==> src/sv/bmhq_ram.sv <==
// Simple dual-read, single-write memory with registered read data.
module bmhq_ram #(
    parameter int WORDS     = 2,
    parameter int ADDR_BITS = 1,
    parameter int DATA_BITS = 8
) (
    input  logic                 clk,
    input  logic                 we,
    input  logic [ADDR_BITS-1:0] waddr,
    input  logic [DATA_BITS-1:0] wdata,
    input  logic [ADDR_BITS-1:0] raddr_a,
    input  logic [ADDR_BITS-1:0] raddr_b,
    output logic [DATA_BITS-1:0] rdata_a,
    output logic [DATA_BITS-1:0] rdata_b
);

    logic [DATA_BITS-1:0] mem [WORDS];
    logic [DATA_BITS-1:0] rdata_a_reg;
    logic [DATA_BITS-1:0] rdata_b_reg;

    always_ff @(posedge clk)
    begin
        if (we)
        begin
            mem[waddr] <= wdata;
        end
        rdata_a_reg <= mem[raddr_a];
        rdata_b_reg <= mem[raddr_b];
    end

    assign rdata_a = rdata_a_reg;
    assign rdata_b = rdata_b_reg;

endmodule

==> config.mk <==
export PLATFORM = sky130hd
export DESIGN_NAME = bmhq_ram
export DESIGN_NICKNAME = d
export VERILOG_FILES = /design/src/sv/bmhq_ram.sv
export SDC_FILE = /design/constraint.sdc
export NUM_CORES = 1
export LEC_CHECK = 0
export BUFFER_PORTS_ARGS = -buffer_cell sky130_fd_sc_hd__buf_2
export CAP_MARGIN = 0
export CORE_MARGIN = 4
export CORE_UTILIZATION = 40
export DETAILED_ROUTE_END_ITERATION = 6
export GPL_TIMING_DRIVEN = 0
export PLACE_DENSITY = 0.75
export SLEW_MARGIN = 20
export SYNTH_ARGS = -nofsm -noshare
export SYNTH_HDL_FRONTEND = slang
export SYNTH_SLANG_ARGS = --single-unit
==> constraint.sdc <==
create_clock -name clk -period 2.1 [get_ports clk]
set_input_delay 0 -clock clk [delete_from_list [all_inputs] [get_ports clk]]
set_output_delay 0 -clock clk [all_outputs]
set_load 0.02 [all_outputs]
==> results of run 1 <==
power by group through the flow:
stage | Combinational (mW) | Sequential [mW] | Clock (mW)
final | 0.155 | 0.723 | 0.305
after detailed placement | 0.142 | 0.739 | 0
after floorplan | 0.0598 | 0.773 | 0
after global routing | 0.164 | 0.729 | 0.343
after global placement | 0.140 | 0.736 | 0
after CTS | 0.157 | 0.724 | 0.317
area by class of cell:
type,count,area [sq um]
clock buffer,5,37.5
fill,210,1130
sequential,32,801
clock inverter,3,13.8
buffer,2,22.5
tap,30,37.5
multi-input combinational,18,253
timing repair buffer,36,230
placed cells by master, fill, tap and decap left out:
master / instances
buf_2: 26
mux2_4: 16
edfxtp_1: 16
dfxtp_1: 16
dlygate4sd3_1: 10
clkbuf_4: 5
buf_6: 2
clkinv_2: 2
nor2b_1: 1
and2_1: 1
clkinv_1: 1
logic make-up after synthesis:
family	share of synthesized area, %
flip-flops	74.4
multiplexers	22.3
AND/OR/NAND/NOR	1.16
buffers and inverters	2.09
metrics by stage:
stage	util (%)	hold slack, ps
detailed placement	49.3	191
global placement	49.3	188
global route	55.3	149
CTS	55.3	106
finish	55.3	125
floorplan	-	98.9
how the worst min path moves through the flow:
stage / startpoint / end / slack [ps] / depth (start not counted)
after floorplan: wdata[0] / mem[0][0] / 100 / 0
after global placement: wdata[2] / mem[0][2] / 190 / 1
after detailed placement: wdata[0] / mem[1][0] / 190 / 1
after CTS: waddr / mem[0][1] / 110 / 2
after global routing: waddr / mem[0][1] / 150 / 2
final: waddr / mem[0][1] / 120 / 2
layer usage:
layer  vias up  wire length (um)  track usage (%)
li1        275                 -                -
met1       225               567             8.59
met2        25               619             13.7
met3         7               151             4.54
met4         0                68             10.4
met5         -                 0                0
==> impl_metrics.json, run 1 <==
{
  "status": "finished, final reports clean",
  "rsz0062_at_grt": "false",
  "clkPwrFrac_pct": 25.8,
  "slowest_stage": "dlygate4sd3_1",
  "synth_ff_type": "edfxtp_1",
  "cts_root_buf": "clkbuf_4",
  "first_global_vias": 508,
  "switching_share_pct": 22.9,
  "synth.cell_area_sq_um": 1080,
  "final_area_sq_um": 1400,
  "power.density_nw_per_um2": 848,
  "critPathCapture": "rdata_a[3]",
  "die_x_um": 59.9,
  "initialDrtViolationCount": 10,
  "comb_power_share_pct": 13.1,
  "grt_pass1_wl_um": 2140,
  "placed_cell_area_sq_um": 1240,
  "p_total_mw": 1.18,
  "min_path_type": "in -> reg",
  "ioPinCount": 29,
  "synth_common_cells": "16 x dfxtp_1, 16 x edfxtp_1, 16 x mux2_4",
  "pre_cts_ws_ps": 1050,
  "final_net_count": 108,
  "fin_skew_ps": 5.43,
  "hold_viol_final": 0,
  "clk_pin_slew_worst_paths_ps": 90,
  "critPathCaptureType": "flop",
  "critPathLaunch": "raddr_a",
  "crit_path_start_kind": "input port",
  "dr.pass1.iters": 4,
  "coreArea_sq_um": 2520,
  "htree_levels": 2,
  "reg2reg_slack_ps": 1300,
  "avgSynthCellArea_sq_um": 20.7,
  "yosys_warnings": 0,
  "cp.buffers_inverters": 2,
  "vias_per_cell": 4.22,
  "io_buffers": 26,
  "p_int_mw": 0.913,
  "synth_area_leaders": "edfxtp_1 45%, dfxtp_1 30%, mux2_4 22%",
  "cp.arrival_ps": 1020,
  "r2r_end": "rdata_b[1]",
  "worstPathRequired_ps": 2310,
  "synth-seq-area-share_pct": 74.4,
  "dieArea_sq_um": 3580,
  "n_antenna_cell": 0,
  "setup_ws_ps": 1290,
  "critPathTopFamily": "buffers and inverters",
  "crit_chain": "dlygate4sd3_1 > buf_6 > mux2_4",
  "peakVddDrop_uv": 627,
  "insertion_delay_ps": 310,
  "wl_um": 1410,
  "gp_routability_congestion": 0.636,
  "grt.total_usage_pct": 9.27,
  "cpPeakStageDelay_ps": 540,
  "antenna_found_initial": 0,
  "ant_nets": 0,
  "drive_gt1_share_pct": 53.1,
  "die_height_um": 59.9,
  "path_depth": 3,
  "cts_sinks": 32,
  "dp_cells": 108,
  "p_leak_nw": 0.610,
  "maxCapViolations": 0,
  "timing.final.setup_violations": 0,
  "reg2reg_from": "mem[0][1]",
  "grt_max_degree": 11,
  "initial_core_util_pct": 42.7,
  "crit_fanout": 8,
  "fmax_ghz": 1.24,
  "async_reset_ff_share_pct": 0,
  "ys_seq_elements": 32,
  "syn2layout_area_growth_pct": 29.7,
  "ctsResizeCount": 0,
  "cts_tree": "done",
  "finalCritPeriodShare_pct": 38.5,
  "routed-via-count": 532,
  "largest_reg_flops": 16,
  "overflow": 0,
  "synth_edf_count": 16,
  "drv_slew": 0,
  "instances_no_fill": 126,
  "fin_crit_ps": 809,
  "power_frac_seq_pct": 61.2,
  "clock_path_buffers": 2,
  "syn_nets": 65,
  "worstMarginPinSlew_ps": 703,
  "path_class": "in -> reg",
  "switchingPower_mw": 0.270,
  "ff2ff_path_depth": 1,
  "yosysTopAreaCell": "edfxtp_1",
  "syn_inst": 52,
  "cts_buffers": 5,
  "rows": 18,
  "synth_cell_types": 6,
  "fin_setup_tns_ps": 0,
  "routedWlPerCell_um": 11.2,
  "yosys.area.top_type_share_pct": 44.7,
  "hold_buffers": 10,
  "postCtsSetupBuffers": 0,
  "slew_headroom_pct": 53.0,
  "drc": 0
}
Note: power is estimated with default switching activity, not from simulation.
==> run 2: changes to the inputs <==
==> constraint.sdc (replaced) <==
create_clock -name clk -period 0.8 [get_ports clk]
set_input_delay 0 -clock clk [delete_from_list [all_inputs] [get_ports clk]]
set_output_delay 0 -clock clk [all_outputs]
set_load 0.02 [all_outputs]
==> run 2 against run 1 <==
Compared with the run above: the flow now finishes with violations (negative setup slack); clock skew is 1.0 ps higher; cell area grew 7.4%; die area stayed put; critical path depth did not move; combinational power rose to 3.1 times the previous value; final cell count unchanged; via count rose by 0.38%; critical endpoint unchanged; non-clock buffer count did not move; worst hold slack lost 6.2 ps; flip-flop and latch count unchanged; largest cell class unchanged.
==> impl_metrics.json, run 2 (synthesized netlist as in run 1, its figures left out) <==
{
  "status": "complete, but fails checks",
  "violations": "negative setup slack",
  "regArea_sq_um": 815,
  "comb_power_share_pct": 15.0,
  "n_fill_cell": 202,
  "worstPathRequired_ps": 1010,
  "largest_reg_flops": 16,
  "grt_max_degree": 11,
  "rsz0062_at_grt": "true",
  "p_leak_nw": 0.640,
  "switchingPower_mw": 0.726,
  "ff2ff_path_depth": 1,
  "reg2reg_from": "mem[0][1]",
  "timing.final.setup_violations": 15,
  "cp.arrival_ps": 1020,
  "path_class": "in -> reg",
  "initial_core_util_pct": 42.7,
  "final_net_count": 108,
  "insertion_delay_ps": 310,
  "critPathCaptureType": "flop",
  "vias_per_cell": 4.24,
  "grt_pass1_wl_um": 2130,
  "fin_crit_ps": 812,
  "io_buffers": 26,
  "r2r_end": "rdata_b[1]",
  "gp_routability_congestion": 0.636,
  "min_path_type": "in -> reg",
  "clock_path_buffers": 2,
  "die_x_um": 59.9,
  "reg2reg_slack_ps": -10,
  "grt.total_usage_pct": 9.27,
  "overflow": 0,
  "antenna_found_initial": 0,
  "drv_slew": 0,
  "multiInputGateArea_sq_um": 253,
  "switching_share_pct": 22.6,
  "cts_buffers": 5,
  "power_frac_seq_pct": 60.0,
  "final_area_sq_um": 1500,
  "crit_fanout": 8,
  "rows": 18,
  "fmax_ghz": 1.23,
  "p_int_mw": 2.48,
  "ant_nets": 0,
  "hold_viol_final": 0,
  "slew_headroom_pct": 53.9,
  "power.density_nw_per_um2": 2140,
  "initialDrtViolationCount": 12,
  "holdWs_ps": 118,
  "worstMarginPinSlew_ps": 690,
  "coreArea_sq_um": 2520,
  "cts_root_buf": "clkbuf_4",
  "postCtsSetupBuffers": 0,
  "crit_path_start_kind": "input port",
  "routed-via-count": 534,
  "routedWlPerCell_um": 11.2,
  "die_height_um": 59.9,
  "first_global_vias": 507,
  "fin_skew_ps": 6.43,
  "clk_pin_slew_worst_paths_ps": 90,
  "wl_um": 1410,
  "clkPwrFrac_pct": 25.0,
  "drive_gt1_share_pct": 64.6,
  "ioPinCount": 29,
  "dr.pass1.iters": 4,
  "peakVddDrop_uv": 1670,
  "cts_tree": "done",
  "htree_levels": 2,
  "dieArea_sq_um": 3580,
  "setup_ws_ps": -12.0,
  "critPathCapture": "rdata_a[3]",
  "placed_cell_area_sq_um": 1240,
  "finalCritPeriodShare_pct": 101,
  "maxCapViolations": 0,
  "critPathLaunch": "raddr_a",
  "syn2layout_area_growth_pct": 39.2,
  "mostFrequentLayoutCells": "16 x mux2_4, 16 x edfxtp_1, 15 x buf_6, 11 x dfxtp_2",
  "drc": 0,
  "n_antenna_cell": 0,
  "cts_sinks": 32
}
-- run 2: worst min path at each step --
stage	startpoint	to	slack (ps)	depth (start not counted)
2_1_floorplan	wdata[0]	mem[0][0]	100	0
3_3_place_gp	wdata[2]	mem[0][2]	190	1
3_5_place_dp	wdata[0]	mem[1][0]	190	1
4_1_cts	raddr_a	rdata_a[0]	-10	2
5_1_grt	waddr	mem[0][1]	150	2
6_report	waddr	mem[0][1]	120	2
-- run 2: layout make-up --
cell class                 count  share of cell area (%)
buffer                         2                    1.50
sequential                    32                    54.4
tap                           30                    2.51
multi-input combinational     18                    16.9
clock buffer                   5                    2.51
timing repair buffer          36                    21.3
clock inverter                 3                   0.919
-- run 2: timing repair --
| action | in CTS | in global routing |
|---|---|---|
| endpoints found under the setup margin | 5 | 24 |
| endpoints found under the hold margin | 29 | 16 |
| hold buffers | 8 | 2 |
| gates resized for setup | 3 | 37 |
-- run 2: stage by stage --
stage	instances	utilization (%)	total power [mW]	TNS, ps	setup WS (ps)
after floorplan	52	-	2.19	0	6.56
after global placement	108	49.3	2.30	-1750	-219
after detailed placement	108	49.3	2.31	-1990	-249
after CTS	124	54.8	3.14	-18.8	-10.7
after global routing	126	59.4	3.35	-174	-22.1
final	126	59.4	3.21	-76.6	-12.0
-- run 2: worst max-delay path, cell delays in order --
cell and delay [ps]:
dlygate4sd3_1 540, buf_6 160, mux2_4 310
-- run 2: power by group through the flow --
| stage | logic [mW] | clock network [mW] | registers [mW] |
|---|---|---|---|
| floorplan | 0.157 | 0 | 2.03 |
| global placement | 0.368 | 0 | 1.93 |
| detailed placement | 0.373 | 0 | 1.94 |
| CTS | 0.410 | 0.833 | 1.90 |
| global route | 0.510 | 0.901 | 1.94 |
| finish | 0.482 | 0.802 | 1.92 |
-- run 2: metal layers --
metal	track usage, %	wire [um]
met1	8.31	593
met2	14.0	630
met3	4.54	121
met4	10.4	68
met5	0	0
